[src/rtl/core/rcpn_pkg.sv]
// Shared types, constants and a helper function for the Newton-Raphson reciprocal pipeline.
// No dependencies.
package rcpn_pkg;

    localparam int unsigned W              = 32;
    localparam int unsigned SHW            = 6;
    localparam int unsigned ITERATIONS_DEF = 10;

    typedef struct packed {
        logic valid;
        logic invalid;
    } t_ctl;

    function automatic logic [SHW-2:0] lead_one(input logic [W-1:0] v);
        logic [SHW-2:0] pos;
        pos = '0;
        for (int i = 0; i < W; i++) begin
            if (v[i]) begin
                pos = (SHW-1)'(i);
            end
        end
        return pos;
    endfunction

endpackage

[src/rtl/core/rcpn_seed.sv]
// Entry stage: flags divisors 0 and 1 and forms the 2^-k seed from the leading one.
// Depends on rcpn_pkg.
module rcpn_seed (
    input  logic                  i_clk,
    input  logic                  i_rst_n,
    input  logic                  i_en,
    input  logic                  i_valid,
    input  logic [rcpn_pkg::W-1:0] i_b,
    output rcpn_pkg::t_ctl        o_ctl,
    output logic [rcpn_pkg::W-1:0] o_b,
    output logic [rcpn_pkg::W-1:0] o_x
);
    import rcpn_pkg::*;

    logic [SHW-2:0] w_k;
    logic           w_inv;
    logic [W-1:0]   n_x;
    t_ctl           r_ctl;
    logic [W-1:0]   r_b;
    logic [W-1:0]   r_x;

    assign w_k   = lead_one(i_b);
    assign w_inv = (i_b[W-1:1] == '0);
    // zero seed stays zero through every step
    assign n_x   = w_inv ? '0 : (W'(1) << (SHW'(W) - {1'b0, w_k}));

    always_ff @(posedge i_clk) begin
        if (!i_rst_n) begin
            r_ctl <= '0;
        end else if (i_en) begin
            r_ctl.valid   <= i_valid;
            r_ctl.invalid <= w_inv;
        end
    end

    always_ff @(posedge i_clk) begin
        if (i_en) begin
            r_b <= i_b;
            r_x <= n_x;
        end
    end

    assign o_ctl = r_ctl;
    assign o_b   = r_b;
    assign o_x   = r_x;

endmodule

[config.mk]
export PLATFORM = sky130hd
export DESIGN_NAME = rcpn_seed
export DESIGN_NICKNAME = d
export VERILOG_FILES = /design/src/rtl/core/rcpn_pkg.sv /design/src/rtl/core/rcpn_seed.sv
export SDC_FILE = /design/constraint.sdc
export NUM_CORES = 1
export LEC_CHECK = 0
export BUFFER_PORTS_ARGS = -buffer_cell sky130_fd_sc_hd__buf_2
export CAP_MARGIN = 0
export CORE_ASPECT_RATIO = 0.8
export CORE_MARGIN = 2
export CORE_UTILIZATION = 51
export CTS_BUF_LIST = sky130_fd_sc_hd__clkbuf_8
export DETAILED_ROUTE_END_ITERATION = 10
export PLACE_DENSITY_LB_ADDON = 0.15
export SYNTH_ARGS = -nofsm -noshare
export SYNTH_HDL_FRONTEND = slang
export SYNTH_SLANG_ARGS = --single-unit
[constraint.sdc]
create_clock -name i_clk -period 1.9 [get_ports i_clk]
set_input_delay 0.095 -clock i_clk [delete_from_list [all_inputs] [get_ports i_clk]]
set_output_delay 0.095 -clock i_clk [all_outputs]
set_load 0.03 [all_outputs]
# After elaboration in Yosys (flattened, before gate mapping)
# Cells that the tools add are included.
# word_totals
output_inout_bits,66
regBits,66
inputBits,36
# op_classes
n_addsub,1
muxes,31
reduce_logical,1
shifts,1
# ops
cell,n
5-bit two-way mux,30
1-bit by 6-bit << shifter with 32-bit output (first input constant),1
31-bit logical NOT,1
6-bit by 5-bit subtractor with 6-bit output (first input constant),1
1-bit two-way mux,1

# Depth between registers and ports, before layout
# depth
word_depth,33
depth_mapped,7
mapped_depth_nobuf,6

# Least setup slack after synthesis
# No wires, ideal clock.
# synth_timing
kind,input to register
from,input i_b[14] in the netlist's numbering
to,"register r_x[11], in the netlist o_x[11] (data pin)"
t_required_ns,1.761
arrival_time_ns,1.511
stages,7
setup_slack_ns,0.250
path_buffers,1
cell_sequence,or2_1 a2111oi_2 o41ai_1 a41oi_2 or3b_1 buf_6 nor2_2
# synth_between
elab_chain_len,20
# synth_rtl
item,line,rtl
"start, declared",rcpn_seed.sv:8,"input logic [rcpn_pkg::W-1:0] i_b,"
5-bit two-way mux (18 in a row),rcpn_pkg.sv:18,if (v[i]) begin
6-bit by 5-bit subtractor with 6-bit output,rcpn_seed.sv:25,"assign n_x = w_inv ? '0 : (W'(1) << (SHW'(W) - {1'b0, w_k}));"
1-bit by 6-bit << shifter with 32-bit output,rcpn_seed.sv:25,
"end signal, assigned",rcpn_seed.sv:39,r_x <= n_x;
"end, declared",rcpn_seed.sv:20,logic [W-1:0] r_x;
# Several ways; a longest one is shown, not always the timed one.
# A chain may end at the register's enable or synchronous reset.

# Worst setup path after layout
# layout_timing
from,input i_b[17] in the netlist's numbering
to,"register r_x[26], in the netlist o_x[26] (data pin)"
# layout_between
elab_chain_len,17
# layout_rtl
item,line
5-bit two-way mux (15 in a row),rcpn_pkg.sv:18
6-bit by 5-bit subtractor with 6-bit output,rcpn_seed.sv:25
1-bit by 6-bit << shifter with 32-bit output,rcpn_seed.sv:25
# Several ways; a longest one is shown, not always the timed one.

==> results by group <==
Synth
  • Complex-gate fraction of the synthesized area: under 10%
  • Syn Area/Cell: roughly 14 µm²
  • Number of enable flip-flop cells after synthesis: 64
  • Mux contribution to synthesized area: less than 1%
  • Combinational family with the most area after synthesis: simple AND/OR/NAND/NOR gates
  • Ys async rst share: 0%
  • Sequential-to-total area share from yosys stat: a little over two thirds
  • Synth Area in XOR/XNOR: 0%
  • Post-Synthesis Cells: ~200
  • Warnings from Yosys: 0
  • Count of cell types in the netlist: 49
  • Netlist Area Pre-Place: about 2800 µm²
  • Ys flop type: edfxtp_1
  • Register bit total from synthesis: 66
  • Synth Area in Simple Gates: between 10% and 20%
  • Mapped Nets: between 200 and 250
  • Post-synthesis adder-cell area fraction: 0%

Drt
  • TritonRoute pass-1 iters: 4
  • Vias: between 2000 and 2500
  • Met2 wire len: a little under 3000 µm
  • Routed wire per std cell: roughly 16 µm
  • Met1 Routed Length: 2920 µm
  • DR WL met3: between 500 and 600 µm
  • Max Used Layer: met4
  • Vias per inst: around 5.3
  • DRT Wirelength: between 6000 and 7000 µm
  • Violation count after the first detailed-route iteration: 126
  • Residual DRC: 0
  • Final antenna-violating net count: 0

Timing
  • Setup violators final: 0
  • Max Clk Rate: ~560 MHz
  • Clock Skew: 0 ps
  • RSZ-0062 raised after global routing: no
  • Slew @ Worst Pin: a little over 500 ps
  • Hold Vio Cnt, Final: 0
  • Fin crit period: approximately 1800 ps
  • Final Slew Violations: 0
  • Max_slew headroom: between 60% and 70%
  • Post-route clock period utilization: a little over nine tenths

Pwr
  • P per Cell Area: 870 nW/µm²
  • Int Pwr: 2.45 mW
  • Gate power share: around 16%
  • Sequential share of power: 51.3%
  • Overall power: around 3.3 mW
  • Switching power total: between 0.8 and 0.9 mW
  • Clock Power Share: about a third
  • Maximum vdd ir drop: ~0.00053 V
  • Pleak: ~1.5 nW
  • Switching share of power: a little over a quarter

Job
  • Max-cap violations: 0

Critical path
  • Worst-path maximum fanout: 5
  • CP Launch Type: input pin
  • CP endpoint kind: register
  • R2R cell count: 2
  • Worst reg2reg startpoint: o_ctl[1]$_SDFFE_PN0P_
  • Worst EP required: roughly 2100 ps
  • Crit path DAT: 2000 ps
  • Setup crit start: i_b[17]
  • Crit Path Class: input pin to register

GRT
  • Number of antenna violations at the first check in global routing: 0
  • GRT Residual Overflow: 0
  • Global router's overall resource usage: 22.2%
  • Global-route wire length before repair: 10100 µm
  • Largest net degree at the start of global routing: between 60 and 70
  • Vias in the first global route: between 2000 and 2500

Die
  • CORE AREA: about 5400 µm²
  • Die height: just over 70 µm
  • Starting Density: between 50 and 60%
  • Io pins: a little over 100
  • Num rows: 24
  • Die Area: 6120 µm²
  • Die width: approximately 87 µm

Hold path
  • Hold/Removal Path Class: input pin to register
  • Hold path start: i_rst_n
  • Hold path depth: 2

Clock tree
  • CTS Sinks: between 60 and 70
  • CTS tree: built
  • Root buffer cell: clkbuf_8
  • TritonCTS Buffers: 9
  • Clock Pin Slew Worst Setup and Hold Paths: about 70 ps
  • Clock latency on the worst-skew pair: about 340 ps
  • Setup bufs post-CTS: 0
  • Max Root-Sink Buffers: 2
  • CTS H-tree lvls: 3

Layout
  • P&R area growth vs syn: 36.9%
  • FF+latch area: slightly below 2000 µm²
  • Layout cells sized above 1: 44.3%
  • Commonest non-fill, non-tap cell in the layout: buf_2
  • Fill cell count: around 400
  • Finished Core Util: between 70% and 80%
  • Multi-input gate area in the final layout: between 800 and 900 µm²
  • Post-layout net count: around 380
  • N_diodes: 0
  • Most frequent cells in the layout: 101 x buf_2, 64 x edfxtp_1, 29 x nor2_1, 18 x buf_4, 12 x nor2b_1

Placed design
  • Gpl congestion: 0.823
  • I/O Buffers: between 100 and 150
  • Post-DP HPWL: 4450 µm

Outcome
  • Status: finished, final reports clean
[final timing paths]
kind | end | slack (ps)
max | o_x[26]$_SDFFCE_PP0P_ | 110
min | o_ctl[1]$_SDFFE_PN0P_ | 10
max reg2reg | o_ctl[1]$_SDFFE_PN0P_ | 1320
min reg2reg | o_ctl[0]$_SDFFE_PN0P_ | 510
[area by class of cell]
class                   count  area share (%)
flip-flops and latches     66            51.1
inverters                   5           0.488
multi-input cells         131            21.7
clock buffers               9            3.22
repair buffers            130            19.8
clock inverters             7            1.60
well taps                  65            2.12
[sequential cells by signal, indices dropped and copies added (netlist names)]
name / cells
o_x: 32
o_ctl: 2
o_b: 32
[power groups by stage]
stage	registers (mW)	logic, mW	clock network [mW]
floorplan	1.95	0.0762	0
global placement	1.75	0.503	0
detailed placement	1.75	0.509	0
CTS	1.72	0.526	1.11
global route	1.72	0.565	1.17
finish	1.72	0.531	1.10
[cell usage after synthesis, drive strengths merged, types with 4 or more instances]
library cell,count,area [µm²]
nor4,9,77.6
nand2b,5,38.8
o21ai,8,43.8
edfxtp,64,1920
a21oi,4,20.0
nor2,37,159
inv,5,18.8
nor2b,13,83.8
nand2,10,37.5
nor3,7,35.0
[stage by stage]
stage | instance area [µm²] | hold WS [ps] | setup slack (ps) | TNS (ps) | std cells
floorplan | 2810 | 194 | 250 | 0 | 205
global placement | 3530 | 279 | -15.8 | -73.1 | 387
detailed placement | 3530 | 281 | -89.2 | -594 | 387
CTS | 3810 | 1.43 | 53.6 | 0 | 413
global route | 3840 | 4.13 | 1.14 | 0 | 413
finish | 3840 | 13.0 | 108 | 0 | 413
[critical path, cell delays in order]
cell,delay (ps)
dlygate4sd3_1,540
buf_2,160
nor4_4,290
nand2_1,110
nor3_2,140
or3b_4,410
nand2b_4,160
nor2b_2,100
[repair_timing]
action                                  4_1_cts  5_1_grt
resized for setup                             0        6
endpoints found under the setup margin        0       20
hold buffers                                 10        0
endpoints found under the hold margin        10        0
[logic make-up (layout without fill, tap and decap cells)]
logic type             count (synthesis)  in the layout
and+or+nand+nor                       98             98
buffers and inverters                  8            151
DFF                                   66             66
other                                  1              1
muxes                                  2              2
AOI/OAI and AO/OA                     30             30
[metal layers]
layer / track usage, % / vias to the layer above
li1: - / 1055
met1: 30.0 / 1040
met2: 32.3 / 77
met3: 10.2 / 6
met4: 6.42 / 0
met5: 0 / -
Power figures use the tool's default switching activity.
