--- src/rtl/core/rcpn_pkg.sv ---
// Shared types, constants and a helper function for the Newton-Raphson reciprocal pipeline.
// No dependencies.
package rcpn_pkg;

    localparam int unsigned W              = 32;
    localparam int unsigned SHW            = 6;
    localparam int unsigned ITERATIONS_DEF = 10;

    typedef struct packed {
        logic valid;
        logic invalid;
    } t_ctl;

    function automatic logic [SHW-2:0] lead_one(input logic [W-1:0] v);
        logic [SHW-2:0] pos;
        pos = '0;
        for (int i = 0; i < W; i++) begin
            if (v[i]) begin
                pos = (SHW-1)'(i);
            end
        end
        return pos;
    endfunction

endpackage

--- src/rtl/core/rcpn_step.sv ---
// One Newton step x = x*(2 - B*x) in two register stages, one multiplier each.
// Depends on rcpn_pkg.
module rcpn_step (
    input  logic                  i_clk,
    input  logic                  i_rst_n,
    input  logic                  i_en,
    input  rcpn_pkg::t_ctl        i_ctl,
    input  logic [rcpn_pkg::W-1:0] i_b,
    input  logic [rcpn_pkg::W-1:0] i_x,
    output rcpn_pkg::t_ctl        o_ctl,
    output logic [rcpn_pkg::W-1:0] o_b,
    output logic [rcpn_pkg::W-1:0] o_x
);
    import rcpn_pkg::*;

    logic [2*W-1:0] w_bx;
    logic [W-1:0]   n_t;
    logic [2*W-1:0] w_xt;
    t_ctl           r_ctl_a;
    logic [W-1:0]   r_b_a;
    logic [W-1:0]   r_x_a;
    logic [W-1:0]   r_t_a;
    t_ctl           r_ctl_b;
    logic [W-1:0]   r_b_b;
    logic [W-1:0]   r_x_b;

    // p = (B*x mod 2^33) >> 1, t = -p
    assign w_bx = (2*W)'(i_b) * (2*W)'(i_x);
    assign n_t  = W'(0) - w_bx[W:1];
    // x' = (x * 2t mod 2^64) >> 32
    assign w_xt = (2*W)'(r_x_a) * (2*W)'(r_t_a);

    always_ff @(posedge i_clk) begin
        if (!i_rst_n) begin
            r_ctl_a <= '0;
            r_ctl_b <= '0;
        end else if (i_en) begin
            r_ctl_a <= i_ctl;
            r_ctl_b <= r_ctl_a;
        end
    end

    always_ff @(posedge i_clk) begin
        if (i_en) begin
            r_b_a <= i_b;
            r_x_a <= i_x;
            r_t_a <= n_t;
            r_b_b <= r_b_a;
            r_x_b <= w_xt[2*W-2:W-1];
        end
    end

    assign o_ctl = r_ctl_b;
    assign o_b   = r_b_b;
    assign o_x   = r_x_b;

endmodule

--- config.mk ---
export PLATFORM = sky130hd
export DESIGN_NAME = rcpn_step
export DESIGN_NICKNAME = d
export VERILOG_FILES = /design/src/rtl/core/rcpn_pkg.sv /design/src/rtl/core/rcpn_step.sv
export SDC_FILE = /design/constraint.sdc
export NUM_CORES = 2
export LEC_CHECK = 0
export ABC_CLOCK_PERIOD_IN_PS = 16350
export BUFFER_PORTS_ARGS = -buffer_cell sky130_fd_sc_hd__buf_4
export CORE_ASPECT_RATIO = 2
export CORE_UTILIZATION = 65
export DETAILED_ROUTE_END_ITERATION = 10
export PLACE_DENSITY_LB_ADDON = 0.12
export SLEW_MARGIN = 0
export SYNTH_ARGS = -nofsm -noshare
export SYNTH_HDL_FRONTEND = slang
export SYNTH_SLANG_ARGS = --single-unit
--- constraint.sdc ---
create_clock -name i_clk -period 16.35 [get_ports i_clk]
set_input_delay 0.8175 -clock i_clk [delete_from_list [all_inputs] [get_ports i_clk]]
set_output_delay 0.8175 -clock i_clk [all_outputs]
set_load 0.05 [all_outputs]
; After elaboration in Yosys (flattened, before gate mapping)
; Index checks and enable logic that the tools add are counted.
[word_totals]
ff_bits = 164
[op_classes]
n_addsub = 1
multipliers = 2
[ops]
columns = cell, n
row1 = multiplier 32 x 32 -> 63 bit, 1
row2 = multiplier 32 x 32 -> 33 bit, 1
row3 = subtractor 1 x 32 -> 32 bit (first input constant), 1

; Longest topological paths before layout
[logic_depth]
word_depth = 2
mapped_depth = 29
mapped_depth_nobuf = 27

; Worst setup path after synthesis
; No wires, ideal clock.
[synth_path]
path_kind = in2reg
startpoint = in i_b[14] (netlist name)
endpoint = reg r_t_a[30], data pin
setup_time_ns = 0.266
arrival_time_ns = 7.626
slack_ns = 8.458
path_stages = 23
path_cell_list = clkbuf_1 clkbuf_1 nand2_1 fa_1 fa_1 fa_1 inv_1 fa_1 fa_1 fa_1 fa_1 fa_1 ha_1 a21o_1 or4_1 o21a_1 o2bb2ai_1 o41a_1 o21ai_1 nand2b_1 xor2_1 and4bb_1 xnor2_1
[synth_via]
elab_chain_cells = 2
[synth_rtl]
columns = element, line
row1 = start: declaration, rcpn_step.sv:8  ; input logic [rcpn_pkg::W-1:0] i_b,
row2 = multiplier 32 x 32 -> 33 bit, rcpn_step.sv:28  ; assign w_bx = (2*W)'(i_b) * (2*W)'(i_x);
row3 = subtractor 1 x 32 -> 32 bit, rcpn_step.sv:29  ; assign n_t = W'(0) - w_bx[W:1];
row4 = via n_t[30], rcpn_step.sv:17  ; logic [W-1:0] n_t;
row5 = end signal: assignment, rcpn_step.sv:47  ; r_t_a <= n_t;
row6 = end: declaration, rcpn_step.sv:22  ; logic [W-1:0] r_t_a;
; The timed path passes the listed nets, and every way through them passes these cells.
; A chain may end at the register's enable or synchronous reset.

; Final worst setup path
[layout_path]
startpoint = reg r_t_a[3]
endpoint = reg r_x_b[29], in the netlist o_x[29], data pin
[layout_via]
elab_chain_cells = 1
[layout_rtl]
columns = element, line
row1 = multiplier 32 x 32 -> 63 bit, rcpn_step.sv:31  ; assign w_xt = (2*W)'(r_x_a) * (2*W)'(r_t_a);
row2 = via w_xt[60], rcpn_step.sv:18  ; logic [2*W-1:0] w_xt;
row3 = end signal: assignment, rcpn_step.sv:49  ; r_x_b <= w_xt[2*W-2:W-1];
row4 = end: declaration, rcpn_step.sv:25  ; logic [W-1:0] r_x_b;
; The timed path passes the listed nets, and every way through them passes these cells.

==> results.md <==
* Status: complete, no violations
* Die ar. at 84400 µm²
* Fill cells at 6779
* Cell variety after synth at 78
* CP Max Fanout at 32
* Vias/cell at 5.913
* Clock Path Buffers at 2
* CTS buffer count at 17
* Clock latency on the worst-skew pair at 0.53 ns
* R2r worst-path depth at 24
* Final period util at 60.41%
* Critical path's largest stage delay at 1.27 ns
* Pre-antenna DRT Iters at 6
* Area contributors post-synth: fa_1, inv_1, edfxtp_1
* Remaining antenna violation count after routing at 0
* Layout cells sized above 1 at 4.366%
* # hold bufs at CTS at 0
* Mapped Nets at 7477
* Worst Tran Pin Value at 1.371 ns
* DR iter-0 viols at 2547
* YS warnings at 0
* Vias at 39580
* Remaining Overflow, GRT at 0
* Worst path depth at 24
* First-pass GRT wire length at 249.6 mm
* Syn avg cell area at 9.490 µm²
* Tot GR Track Use at 40.95%
* Mapped Area at 54060 µm²
* Largest net degree at the start of global routing at 71
* Worst R2R Start: r_t_a[3]
* Setup CP Type: register to register
* Row cnt at 149
* Most common cell after layout, fill and taps aside: inv_1
* Initial antenna violation count at 4
* Worst Setup EP: o_x[29]
* Register area share after synthesis at 9.035%
* Worst Path Required at 16.62 ns
* Reg-to-reg endpoint: o_x[29]
* Area share of the largest cell type after synthesis at 49.32%
* Critical-path cell list: nand2_1 > fa_1 > inv_1 > fa_1 > inv_1 > fa_1 > fa_1 > inv_1 > fa_1 > inv_1 > fa_1 > fa_1 > fa_1 > inv_1 > ha_1 > nand3_1 > a2bb2oi_1 > a211oi_1 > nor3_1 > o21bai_1 > o31ai_1 > o221a_2 > o21ai_0 > xnor2_1
* Crit path launch: r_t_a[3]
* Minimum clock period at 9.877 ns
* Postcts setup bufs at 0
* WL final at 161.2 mm
* Number of I/O pins at 135
* CTS tree: yes
* Critical Path AT at 10.15 ns
* WL per Instance at 24.08 µm
* Fin Clk Skew at 0.02176 ns
* Multi-input gate area at 42820 µm²
* Root buffer cell: clkbuf_16
* Synth Flop Type: edfxtp_1
* CTS resizes at 0
* Crit path buffers/inverters at 5
* Max cap viols at 0
* Initial core utilization at 65.61%
* Vias in the first global route at 44680
* Unrepaired setup endpoints after global routing: false
* Final setup viols at 0
* Fmax at 101.2 MHz
* CP max-delay cell: edfxtp_1
* Startpoint types: register
* GPL Wtd Cong at 0.9592
* PortBufs at 134
* HP Class: register to register
* Post-synth EDFFs at 160
* Cells after Synth at 5697
* Slew margin rel. at 8.631%
* Cell repeated most along the worst path: fa_1
* Most frequent cells in the layout: inv_1, fa_1, nand2_1
* DIE WIDTH at 205.9 µm
* Final Hold Vio Count at 0
* Critical Path Sink Type: register
* Storage cell area at 4885 µm²
* Dpl hpwl at 121.7 mm
* Async SR Flop Fraction at 0%
* Reg clk slew, reported paths at 0.08 ns
* Total core area at 82400 µm²
* Nets at 7402
* Area grow syn2layout at 4.254%
* Area leader, netlist: fa_1
* Reg2reg setup slack at 6.47 ns
* Final Slew Violations at 0
* Die height at 409.9 µm
* Crit path max-delay family: adder cells
* Setup TNS at 0 ns
* H-tree levels at 4
* DRC errors left at 0
* Sink Count at 164
* Number of synthesized register bits at 164
[registers in the layout, summed over array words and instances, names as in the netlist]
register,count
r_x_a,32
o_x,32
o_ctl,2
o_b,32
r_ctl_a,2
r_b_a,32
r_t_a,32
[Yosys cell counts, types with 4 or more instances]
| cell | n |
|---|---|
| o31ai_1 | 7 |
| clkbuf_1 | 286 |
| inv_1 | 1405 |
| nor3b_1 | 4 |
| ha_1 | 379 |
| o21a_1 | 12 |
| edfxtp_1 | 160 |
| nor2b_1 | 9 |
| o21ai_0 | 26 |
| xor2_1 | 35 |
| a21oi_1 | 63 |
| and3_1 | 9 |
| nor3_1 | 12 |
| a21o_1 | 29 |
| nand3_1 | 13 |
| nand2b_1 | 8 |
| mux2i_1 | 5 |
| xnor2_1 | 110 |
| nand2_1 | 966 |
| and2_1 | 659 |
| or3_1 | 8 |
| dfxtp_1 | 4 |
| fa_1 | 1332 |
| o211ai_1 | 7 |
| o21bai_1 | 8 |
| nor2_1 | 33 |
| nand4_1 | 17 |
| a31oi_1 | 7 |
| a211oi_1 | 8 |
[how the worst min path moves through the flow]
stage	startpoint	to	slack [ns]	cells past startpoint
finish	r_b_a[11]	o_b[11]	0.41	0
global route	r_b_a[6]	o_b[6]	0.41	0
CTS	r_b_a[11]	o_b[11]	0.41	0
detailed placement	r_b_a[13]	o_b[13]	0.40	0
global placement	r_b_a[26]	o_b[26]	0.40	0
floorplan	r_b_a[0]	o_b[0]	0.40	0
[cell families after synthesis]
kind of cell,Yosys count,synth area share [%]
and+or+nand+nor,1767,15.92
adders and majority gates,1711,58.09
buffers and inverters,1693,11.76
AOI/OAI and AO/OA,210,2.666
DFF,164,9.035
xor gates and xnor gates,146,2.400
muxes,6,0.1203
[layer usage]
layer  up-vias  part of all wire [%]  global-route usage [%]
li1      16270                     -                       -
met1     20550                    29                   39.71
met2      1847                    52                   71.20
met3       913                   7.1                   8.516
met4         8                    12                   38.02
met5         -                 0.032                       0
[stage by stage]
stage / std cells / instance area, µm² / setup WS, ns / hold slack, ns / util [%]
6_report: 6694 / 56360 / 6.473 / 0.4135 / 68.40
5_1_grt: 6692 / 56360 / 6.304 / 0.4144 / 68.39
2_1_floorplan: 5697 / 54060 / 8.458 / 0.4003 / -
3_5_place_dp: 6660 / 55760 / 6.798 / 0.4045 / 67.67
3_3_place_gp: 6660 / 55760 / 6.867 / 0.4013 / 67.67
4_1_cts: 6692 / 56360 / 6.774 / 0.4101 / 68.39
[area by class of cell]
type / instances / share of cell area (%)
multi-input combinational: 3840 / 75.97
inverter: 1405 / 9.357
sequential: 164 / 8.666
timing repair buffer: 194 / 2.595
tap: 1057 / 2.346
clock buffer: 19 / 0.7681
clock inverter: 13 / 0.2841
antenna: 2 / 0.008880
[worst register-to-register path, cell delays in order, from the launching register on]
cell and delay, ns:
edfxtp_1 1.27, nand2_1 0.21, fa_1 0.56, inv_1 0.05
fa_1 0.48, inv_1 0.05, fa_1 0.46, fa_1 0.55
inv_1 0.05, fa_1 0.49, inv_1 0.05, fa_1 0.55
fa_1 0.42, fa_1 0.49, inv_1 0.04, ha_1 0.29
nand3_1 0.17, a2bb2oi_1 0.49, a211oi_1 0.16, nor3_1 0.89
o21bai_1 0.54, o31ai_1 0.71, o221a_2 0.38, o21ai_0 0.14
xnor2_1 0.15
Power is not shown: default switching activity piles up to over one toggle a cycle in this logic, so the estimate is an artifact.
